**src/hw/rtl/cfh_pkg.sv**
```systemverilog
// Shared types, constants and helper functions of the CRC-32 hex ASCII framer.
`timescale 1ns / 1ps
package cfh_pkg;

  localparam logic [31:0] CRC_POLY       = 32'hEDB8_8320;
  localparam int unsigned QUEUE_DEPTH    = 2;
  localparam int unsigned CFG_IDX_W      = 2;
  localparam int unsigned CFG_DATA_W     = 32;

  localparam logic [31:0] CRC_INIT_RST   = 32'h0000_0000;
  localparam logic [7:0]  START_CHAR_RST = 8'h3C;
  localparam logic [7:0]  END_CHAR_RST   = 8'h0A;

  typedef enum logic [CFG_IDX_W-1:0] {
    CFG_CRC_INIT   = 2'd0,
    CFG_START_CHAR = 2'd1,
    CFG_END_CHAR   = 2'd2
  } cfg_idx_e;

  typedef enum logic [2:0] {
    STEP_START,
    STEP_HI,
    STEP_LO,
    STEP_CRC,
    STEP_END
  } step_e;

  // One classified payload byte handed from the front to the back.
  typedef struct packed {
    logic [7:0]  data;
    logic        first;
    logic        last;
    logic [31:0] crc;
  } job_t;

  // Entry of the reflected CRC-32 lookup table; depends on the index only.
  function automatic logic [31:0] crc_table(input logic [7:0] idx);
    logic [31:0] c;
    c = {24'd0, idx};
    for (int k = 0; k < 8; k++) begin
      c = c[0] ? ((c >> 1) ^ CRC_POLY) : (c >> 1);
    end
    return c;
  endfunction

  function automatic logic [7:0] hex_char(input logic [3:0] nib);
    logic [7:0] n8;
    n8 = {4'd0, nib};
    return (nib < 4'd10) ? (8'h30 + n8) : (8'h37 + n8);
  endfunction

endpackage

```
**src/hw/rtl/crc32_hex_ascii_framer.sv**
```systemverilog
// Top level of the CRC-32 framed hex ASCII encoder.
`timescale 1ns / 1ps
// Takes payload bytes (tlast marks a frame's final byte) and sends ASCII
// characters: the start character before a frame's first byte, two upper-case
// hex digits per byte, and after the last byte the eight hex digits of the
// reflected CRC-32 (least significant byte first) and the end character.
// tlast on the output marks the last character caused by each input byte.
// Output runs at one character per cycle while m_axis_tready is high; a middle
// byte gives two characters, a frame's first byte three, its last byte eleven
// and a single-byte frame twelve; the input side is held only by a two-entry
// queue in front of the sequencer, and a byte's CRC is done in the cycle it is
// accepted. Configuration writes must happen while no transaction is in flight.
module crc32_hex_ascii_framer import cfh_pkg::*; (
  input  logic                  clk_i,
  input  logic                  rst_ni,
  input  logic                  cfg_we_i,
  input  logic [CFG_IDX_W-1:0]  cfg_idx_i,
  input  logic [CFG_DATA_W-1:0] cfg_data_i,
  input  logic                  s_axis_tvalid,
  output logic                  s_axis_tready,
  input  logic [7:0]            s_axis_tdata,   // [7:0] data_byte
  input  logic                  s_axis_tlast,
  output logic                  m_axis_tvalid,
  input  logic                  m_axis_tready,
  output logic [7:0]            m_axis_tdata,   // [7:0] out_char
  output logic                  m_axis_tlast
);

  logic [31:0] crc_init_q;
  logic [7:0]  start_char_q;
  logic [7:0]  end_char_q;
  logic        push, pop, queue_full, job_valid;
  job_t        push_data, job;

  always_ff @(posedge clk_i or negedge rst_ni) begin
    if (!rst_ni) begin
      crc_init_q   <= CRC_INIT_RST;
      start_char_q <= START_CHAR_RST;
      end_char_q   <= END_CHAR_RST;
    end else if (cfg_we_i) begin
      unique case (cfg_idx_i)
        CFG_CRC_INIT:   crc_init_q   <= cfg_data_i;
        CFG_START_CHAR: start_char_q <= cfg_data_i[7:0];
        CFG_END_CHAR:   end_char_q   <= cfg_data_i[7:0];
        default: ;
      endcase
    end
  end

  cfh_front u_front (
    .clk_i        (clk_i),
    .rst_ni       (rst_ni),
    .crc_init_i   (crc_init_q),
    .in_valid_i   (s_axis_tvalid),
    .in_ready_o   (s_axis_tready),
    .in_data_i    (s_axis_tdata),
    .in_last_i    (s_axis_tlast),
    .queue_full_i (queue_full),
    .push_o       (push),
    .push_data_o  (push_data)
  );

  cfh_queue u_queue (
    .clk_i       (clk_i),
    .rst_ni      (rst_ni),
    .push_i      (push),
    .push_data_i (push_data),
    .full_o      (queue_full),
    .pop_i       (pop),
    .valid_o     (job_valid),
    .head_o      (job)
  );

  cfh_back u_back (
    .clk_i        (clk_i),
    .rst_ni       (rst_ni),
    .start_char_i (start_char_q),
    .end_char_i   (end_char_q),
    .job_valid_i  (job_valid),
    .job_i        (job),
    .pop_o        (pop),
    .out_valid_o  (m_axis_tvalid),
    .out_ready_i  (m_axis_tready),
    .out_char_o   (m_axis_tdata),
    .out_last_o   (m_axis_tlast)
  );

endmodule

```
**src/hw/rtl/cfh_queue.sv**
```systemverilog
// Two-entry queue of classified bytes between the front and the back.
`timescale 1ns / 1ps
module cfh_queue import cfh_pkg::*; (
  input  logic clk_i,
  input  logic rst_ni,
  input  logic push_i,
  input  job_t push_data_i,
  output logic full_o,
  input  logic pop_i,
  output logic valid_o,
  output job_t head_o
);

  job_t       mem_q [QUEUE_DEPTH];
  logic       wr_ptr_q, wr_ptr_d;
  logic       rd_ptr_q, rd_ptr_d;
  logic [1:0] count_q, count_d;

  assign full_o  = (count_q == 2'(QUEUE_DEPTH));
  assign valid_o = (count_q != 2'd0);
  assign head_o  = mem_q[rd_ptr_q];

  always_comb begin
    wr_ptr_d = push_i ? ~wr_ptr_q : wr_ptr_q;
    rd_ptr_d = pop_i  ? ~rd_ptr_q : rd_ptr_q;
    count_d  = count_q + 2'(push_i) - 2'(pop_i);
  end

  always_ff @(posedge clk_i or negedge rst_ni) begin
    if (!rst_ni) begin
      wr_ptr_q <= 1'b0;
      rd_ptr_q <= 1'b0;
      count_q  <= 2'd0;
    end else begin
      wr_ptr_q <= wr_ptr_d;
      rd_ptr_q <= rd_ptr_d;
      count_q  <= count_d;
    end
  end

  always_ff @(posedge clk_i) begin
    if (push_i) begin
      mem_q[wr_ptr_q] <= push_data_i;
    end
  end

  a_no_overflow: assert property (@(posedge clk_i) disable iff (!rst_ni)
    push_i |-> !full_o) else $error("queue written while full");
  a_no_underflow: assert property (@(posedge clk_i) disable iff (!rst_ni)
    pop_i |-> valid_o) else $error("queue read while empty");
  a_count_range: assert property (@(posedge clk_i) disable iff (!rst_ni)
    count_q <= 2'(QUEUE_DEPTH)) else $error("queue fill count out of range");

endmodule

```
**src/hw/rtl/cfh_front.sv**
```systemverilog
// Front part: accepts payload bytes, tracks frames and runs the CRC.
`timescale 1ns / 1ps
module cfh_front import cfh_pkg::*; (
  input  logic        clk_i,
  input  logic        rst_ni,
  input  logic [31:0] crc_init_i,
  input  logic        in_valid_i,
  output logic        in_ready_o,
  input  logic [7:0]  in_data_i,
  input  logic        in_last_i,
  input  logic        queue_full_i,
  output logic        push_o,
  output job_t        push_data_o
);

  logic        in_frame_q, in_frame_d;
  logic [31:0] crc_q, crc_d;
  logic [31:0] crc_base;

  assign in_ready_o = !queue_full_i;
  assign push_o     = in_valid_i && in_ready_o;

  always_comb begin
    // A new frame starts from the configured value rather than the running CRC.
    crc_base   = in_frame_q ? crc_q : crc_init_i;
    crc_d      = (crc_base >> 8) ^ crc_table(crc_base[7:0] ^ in_data_i);
    in_frame_d = push_o ? !in_last_i : in_frame_q;
    push_data_o.data  = in_data_i;
    push_data_o.first = !in_frame_q;
    push_data_o.last  = in_last_i;
    push_data_o.crc   = crc_d;
  end

  always_ff @(posedge clk_i or negedge rst_ni) begin
    if (!rst_ni) begin
      in_frame_q <= 1'b0;
    end else begin
      in_frame_q <= in_frame_d;
    end
  end

  always_ff @(posedge clk_i) begin
    if (push_o) begin
      crc_q <= crc_d;
    end
  end

  a_frame_closes_on_last: assert property (@(posedge clk_i) disable iff (!rst_ni)
    $fell(in_frame_q) |-> $past(push_o && in_last_i))
    else $error("frame closed without a last byte");
  a_frame_opens_on_byte: assert property (@(posedge clk_i) disable iff (!rst_ni)
    $rose(in_frame_q) |-> $past(push_o && !in_last_i))
    else $error("frame opened without an accepted byte");

endmodule

```
**src/hw/rtl/cfh_back.sv**
```systemverilog
// Back part: turns each classified byte into its characters and drives the output register.
`timescale 1ns / 1ps
module cfh_back import cfh_pkg::*; (
  input  logic       clk_i,
  input  logic       rst_ni,
  input  logic [7:0] start_char_i,
  input  logic [7:0] end_char_i,
  input  logic       job_valid_i,
  input  job_t       job_i,
  output logic       pop_o,
  output logic       out_valid_o,
  input  logic       out_ready_i,
  output logic [7:0] out_char_o,
  output logic       out_last_o
);

  step_e      step_q, step_d, cur_step;
  logic [2:0] crc_cnt_q, crc_cnt_d;
  logic       out_valid_q, out_valid_d;
  logic [7:0] out_char_q;
  logic       out_last_q;
  logic       load;
  logic [7:0] ch;
  logic       fin;
  logic [2:0] nib_idx;

  assign load        = job_valid_i && (!out_valid_q || out_ready_i);
  assign pop_o       = load && fin;
  assign out_valid_o = out_valid_q;
  assign out_char_o  = out_char_q;
  assign out_last_o  = out_last_q;

  always_comb begin
    // Only the first byte of a frame carries the start character.
    cur_step  = (step_q == STEP_START && !job_i.first) ? STEP_HI : step_q;
    // CRC bytes go least significant first, high nibble of each first.
    nib_idx   = crc_cnt_q ^ 3'd1;
    ch        = 8'h00;
    fin       = 1'b0;
    step_d    = step_q;
    crc_cnt_d = crc_cnt_q;
    unique case (cur_step)
      STEP_START: begin
        ch     = start_char_i;
        step_d = STEP_HI;
      end
      STEP_HI: begin
        ch     = hex_char(job_i.data[7:4]);
        step_d = STEP_LO;
      end
      STEP_LO: begin
        ch     = hex_char(job_i.data[3:0]);
        fin    = !job_i.last;
        step_d = job_i.last ? STEP_CRC : STEP_START;
      end
      STEP_CRC: begin
        ch        = hex_char(job_i.crc[{nib_idx, 2'b00} +: 4]);
        crc_cnt_d = crc_cnt_q + 3'd1;
        step_d    = (crc_cnt_q == 3'd7) ? STEP_END : STEP_CRC;
      end
      STEP_END: begin
        ch     = end_char_i;
        fin    = 1'b1;
        step_d = STEP_START;
      end
      default: begin
        step_d = STEP_START;
      end
    endcase
    out_valid_d = load ? 1'b1 : (out_ready_i ? 1'b0 : out_valid_q);
  end

  always_ff @(posedge clk_i or negedge rst_ni) begin
    if (!rst_ni) begin
      step_q      <= STEP_START;
      crc_cnt_q   <= 3'd0;
      out_valid_q <= 1'b0;
    end else begin
      out_valid_q <= out_valid_d;
      if (load) begin
        step_q    <= step_d;
        crc_cnt_q <= crc_cnt_d;
      end
    end
  end

  always_ff @(posedge clk_i) begin
    if (load) begin
      out_char_q <= ch;
      out_last_q <= fin;
    end
  end

  a_crc_only_on_last: assert property (@(posedge clk_i) disable iff (!rst_ni)
    (job_valid_i && (step_q == STEP_CRC || step_q == STEP_END)) |-> job_i.last)
    else $error("CRC characters for a byte that does not close a frame");
  a_cnt_idle_outside_crc: assert property (@(posedge clk_i) disable iff (!rst_ni)
    (step_q != STEP_CRC) |-> (crc_cnt_q == 3'd0))
    else $error("CRC digit counter not cleared");
  a_pop_marks_last: assert property (@(posedge clk_i) disable iff (!rst_ni)
    pop_o |=> (out_valid_q && out_last_q))
    else $error("byte retired without a last character");

endmodule
```
**config.mk**
```make
export PLATFORM = sky130hd
export DESIGN_NAME = crc32_hex_ascii_framer
export DESIGN_NICKNAME = d
export VERILOG_FILES = /design/src/hw/rtl/cfh_pkg.sv /design/src/hw/rtl/crc32_hex_ascii_framer.sv /design/src/hw/rtl/cfh_queue.sv /design/src/hw/rtl/cfh_front.sv /design/src/hw/rtl/cfh_back.sv
export SDC_FILE = /design/constraint.sdc
export NUM_CORES = 1
export LEC_CHECK = 0
export ABC_AREA = 1
export BUFFER_PORTS_ARGS = -buffer_cell sky130_fd_sc_hd__buf_2
export CORE_UTILIZATION = 40
export DETAILED_ROUTE_END_ITERATION = 10
export PLACE_DENSITY_LB_ADDON = 0.3
export SLEW_MARGIN = 15
export SYNTH_ARGS = -nofsm -noshare
export SYNTH_HDL_FRONTEND = slang
export SYNTH_HIERARCHICAL = 1
export SYNTH_SLANG_ARGS = --single-unit
```
**constraint.sdc**
```tcl
create_clock -name clk_i -period 7.5 [get_ports clk_i]
set_clock_uncertainty 0.1 [all_clocks]
set_input_delay 0.375 -clock clk_i [delete_from_list [all_inputs] [get_ports clk_i]]
set_output_delay 0.375 -clock clk_i [all_outputs]
set_load 0.005 [all_outputs]
```
# After elaboration in Yosys (flattened, before gate mapping)
# Memories as Yosys holds them, arrays and structs flattened.
# Cells that the tools add are included.
[totals]
ff_bits = 101
ramBits = 84
input_bits = 48
output_inout_bits = 11
n_memories = 1
[classes]
add_sub_neg = 9
n_lt_le_gt_ge = 3
eq_ne = 8
shift = 1
muxes = 22
n_bitwise = 13
reduce_logical = 20
[memory_table]
columns = ["memory", "words", "width", "read_ports", "rd_clocked_by_memory_dff", "write_ports", "line", "source"]
rows = [
  ["u_queue.mem_q", 2, 42, 1, 0, 1, "cfh_queue.sv:14", "job_t mem_q [QUEUE_DEPTH];"],
]
[ops]
columns = ["cell", "count"]
rows = [
  ["$mux W32", 9],
  ["$not A13 Y14", 7],
  ["$add A6 B4 Y7 const A", 6],
  ["$pmux W8 S5", 1],
  ["$shiftx A32 B6 Y4", 1],
  ["$xor A24 B32 Y32", 1],
  ["$mux W8", 3],
  ["$not A1 Y14", 1],
  ["$lt A4 B4 Y1 const B", 3],
  ["$pmux W3 S4", 1],
  ["$reduce_and A2 Y1", 4],
  ["$xor A8 B8 Y8", 1],
  ["$eq A3 B2 Y1 const B", 2],
  ["$eq A3 B3 Y1 const B", 2],
  ["$logic_not A1 Y1", 6],
  ["$logic_not A3 Y1", 2],
  ["$mux W3", 2],
  ["$eq A2 B2 Y1 const B", 2],
  ["$logic_and A1 B1 Y1", 4],
  ["$mux W1", 4],
  ["$reduce_bool A2 Y1", 2],
  ["$add A3 B1 Y3 const B", 1],
  ["$eq A3 B1 Y1 const B", 1],
  ["$not A1 Y1", 3],
  ["other kinds (7)", 7],
]

# Logic depth before layout (Yosys ltp)
[depth]
word_depth = 19
depth_mapped = 16
ltp_nobuf = 14

# Cells and area by module
# The synthesis kept the hierarchy.
[by_module_without_submodules]
columns = ["mod", "instances", "cells_each", "area_each_um2"]
rows = [
  ["cfh_queue", 1, 244, 3331.9],
  ["cfh_front", 1, 326, 2618.8],
  ["crc32_hex_ascii_framer", 1, 212, 2011.9],
  ["cfh_back", 1, 241, 1594.0],
]

# Worst setup path before layout
# Ideal clock, no wire load.
[synth_path]
path_type = "register to register"
startpoint = "register u_queue.count_q[1]"
endpoint = "memory u_queue/mem_q[0][0] (netlist name), enable pin"
setup_time_ns = 0.442
arrival_ns = 3.219
required_ns = 6.958
slack_ns = 3.739
path_stages_with_launch = 8
n_path_buf = 0
cell_sequence = "dfrtp_1 > inv_1 > nor2_1 > inv_1 > nand2_1 > inv_1 > inv_1 > nor2_1"
[synth_via]
elab_chain_len = 5
[synth_rtl]
columns = ["item", "line", "source"]
rows = [
  ["start: declaration", "cfh_queue.sv:17", "logic [1:0] count_q, count_d;"],
  ["start signal: assignment", "cfh_queue.sv:37", "count_q <= count_d;"],
  ["$eq A2 B2 Y1", "cfh_queue.sv:19", "assign full_o = (count_q == 2'(QUEUE_DEPTH));"],
  ["via queue_full", "crc32_hex_ascii_framer.sv:32", "logic push, pop, queue_full, job_valid;"],
  ["$logic_not A1 Y1", "cfh_front.sv:20", "assign in_ready_o = !queue_full_i;"],
  ["via s_axis_tready", "crc32_hex_ascii_framer.sv:20", "output logic s_axis_tready,"],
  ["$logic_and A1 B1 Y1", "cfh_front.sv:21", "assign push_o = in_valid_i && in_ready_o;"],
  ["via push", "crc32_hex_ascii_framer.sv:32", ""],
  ["$mux W1", "cfh_queue.sv:42", "if (push_i) begin"],
  ["$mux W1 (not written as such)", "cfh_queue.sv:43", "mem_q[wr_ptr_q] <= push_data_i;"],
  ["end: declaration", "cfh_queue.sv:14", ""],
]
# The timed path passes the listed nets, and every way through them passes these cells.

==> results.py <==
metrics = {
    "yosys": {
        "yosysWarnings": 6,
        "synth_fa_ha_area_share_pct": 0.9165,
        "ys_ff_latch": 185,
        "syn_area_sq_um": 9557,
        "synthesis.nets": 1078,
        "synth_top_family_by_area": "simple AND/OR/NAND/NOR gates",
        "syn_inst": 1023,
        "synth_compound_area_share_pct": 4.609,
        "yosysUniqueCellTypes": 46,
        "postSynthAreaPerCell_sq_um": 9.342,
        "synth_xor_area_share_pct": 4.543,
        "synthMuxAreaShare_pct": 1.571,
        "yosys.area_share.simple_pct": 23.85,
        "yosysTopAreaCell": "edfxtp_1",
        "synth_top_area_share_pct": 39.28,
        "seq_area_frac_synth_pct": 55.07,
        "yosys-top-cells-area": "edfxtp_1 (39%), dfrtp_1 (14%), nand2_1 (13%)",
    },
    "place": {
        "post_dp_cell_area_sq_um": 9953,
        "port_buffers": 58,
        "gp_congestion": 0.8885,
        "dpl.hpwl_mm": 15.65,
        "place_ws_ps": 4684,
    },
    "setup_path": {
        "rrSetupSlack_ps": 4740,
        "startpoint": "u_queue/rd_ptr_q",
        "ff2ff_path_depth": 14,
        "critPathCapture": "u_back/out_char_o[2]",
        "critPathKind": "reg2reg",
        "r2r_end": "u_back/out_char_o[2]",
        "worstPathRequired_ps": 7580,
        "r2r_start": "u_queue/rd_ptr_q",
        "worst-path-max-fanout": 85,
        "worstPathArrival_ps": 2850,
        "cp-start-kind": "register",
        "endpoint_kind": "register",
    },
    "clock_tree": {
        "hold_buffers": 0,
        "clockRootBuffer": "clkbuf_16",
        "cts_buffer_depth": 2,
        "path_clk_slew_ps": 70,
        "cts_buffers": 17,
        "cts_sinks": 185,
        "cts_resized": 0,
        "cts_tree": "done",
        "insertion_delay_ps": 430,
        "cts_max_level": 4,
        "post-cts-setup-buffers": 0,
    },
    "drt": {
        "wire_per_inst_um": 15.60,
        "first_pass_iters": 5,
        "drt-total-wl_mm": 21.80,
        "antenna_left": 0,
        "vias": 6866,
        "drtIter0Drc": 546,
        "vias_per_cell": 4.911,
        "drc": 0,
    },
    "floorplan": {
        "core_area_sq_um": 23470,
        "die_h_um": 156.6,
        "pin_count": 59,
        "fp-row-count": 56,
        "start_util_pct": 40.71,
        "die-area_sq_um": 24510,
        "die_w_um": 156.6,
    },
    "timing": {
        "fin_crit_sh_pct": 36.85,
        "hold_viol_final": 0,
        "fmax_mhz": 361.8,
        "tightest_slew_ps": 824.1,
        "finalMaxSlewViolations": 0,
        "tns_ps": 0,
        "max-slew-margin-rel_pct": 45.06,
        "finalWorstSetupSlack_ps": 4736,
        "fin_crit_ps": 2764,
        "rsz0062_at_grt": "no",
        "setup_viol": 0,
    },
    "grt": {
        "grt_pass1_vias": 6395,
        "antenna_found_initial": 0,
        "overflow": 0,
        "grt_pass1_wl_mm": 34.90,
        "grt.total_usage_pct": 18.97,
        "grt_max_degree": 86,
    },
    "power_and_ir_drop": {
        "p_total_mw": 4.991,
        "ir_drop_mv": 0.1802,
        "power.density_nw_per_um2": 472.7,
        "leakage_nw": 4.962,
    },
    "outcome": {
        "status": "complete, no violations",
    },
    "flow_run": {
        "max_cap_violations": 0,
    },
    "finish": {
        "drive_gt1_share_pct": 15.66,
        "synthToLayoutAreaGrowth_pct": 10.50,
        "layout_common_cells": "nand2_1 (334), inv_1 (131), edfxtp_1 (125)",
        "nets": 1121,
        "layout_commonest_cell": "nand2_1",
        "fin_area_sq_um": 10560,
        "post-route-util_pct": 44.99,
        "antenna_cells": 0,
    },
    "hold_path": {
        "hold_path_class": "in2async",
    },
}
worst min path at each step:
stage / to / slack, ps / cells past startpoint
6_report: end_char_q[0] / 10 / 2
3_3_place_gp: end_char_q[2] / 360 / 2
5_1_grt: crc_init_q[23] / 70 / 3
3_5_place_dp: start_char_q[3] / 360 / 2
2_1_floorplan: crc_init_q[0] / -20 / 0
4_1_cts: start_char_q[0] / 40 / 2
area by class of cell:
cell class              count  area (sq um)
fillers                  2295         12910
flip-flops and latches    185          5264
multi-input cells         654          3400
inverters                 142         540.5
clock buffers              22         539.3
well taps                 319         399.1
repair buffers             66         350.3
clock inverters            10         67.56
worst max-delay path, cell delays in order, from the launching register on:
cell and delay [ps]:
dfrtp_2 340, buf_4 570, o21ai_0 240, nor2_1 190, nor2_1 50, o21ai_0 80, nand2_1 110, nand2_1 80
nand2_1 110, inv_1 90, ha_1 150, nand3b_1 110, nand4_1 100, nand2_1 90, nand2_1 60
where the power goes:
group          switching (mW)  internal [mW]  total, mW
Combinational            1.51          0.652       2.17
Sequential              0.166           1.75       1.92
Clock                   0.392          0.516      0.908
registers in the layout, summed over array words and instances (netlist names):
register,count
crc_init_q,32
u_front/crc_q,32
u_queue/wr_ptr_q,1
u_queue/count_q,2
start_char_q,8
u_back/crc_cnt_q,3
u_back/step_q,3
u_queue/rd_ptr_q,1
u_front/in_frame_q,1
u_back/out_char_o,8
u_back/out_valid_o,1
end_char_q,8
u_back/out_last_o,1
u_queue/mem_q,84
Yosys cell counts (all sizes together):
cell    number
a211oi       1
a21oi        5
a221oi       2
a22o         1
a22oi        1
buf         40
clkbuf       2
dfrtp       54
dfstp        6
edfxtp     125
ha           7
inv        142
mux2i       15
nand2      362
nand3       96
nand3b       1
nand4       19
nor2        21
nor3         2
o211ai       1
o21ai       67
o22ai        2
or2          7
xnor2       13
xor2        31
routing by layer:
layer | share of wire (%) | vias to the layer above | global-route usage (%)
met5 | 0 | - | 0
met4 | 1.6 | 0 | 6.116
met3 | 4.7 | 20 | 2.797
met2 | 47 | 161 | 29.59
met1 | 47 | 3297 | 27.10
li1 | - | 3388 | -
stage by stage:
stage / hold slack [ps] / std cells
floorplan: -20.59 / 1023
finish: 9.621 / 1398
global route: 74.34 / 1398
detailed placement: 359.7 / 1366
CTS: 43.40 / 1398
global placement: 356.6 / 1366
cell families after synthesis:
family,after synthesis
AO/OA/AOI/OAI,80
buffers and inverters,184
adder cells (fa/ha/maj),7
XOR/XNOR,44
AND/OR/NAND/NOR,508
flip-flops,185
multiplexers,15
No activity file was read; power rests on OpenSTA's default activity.
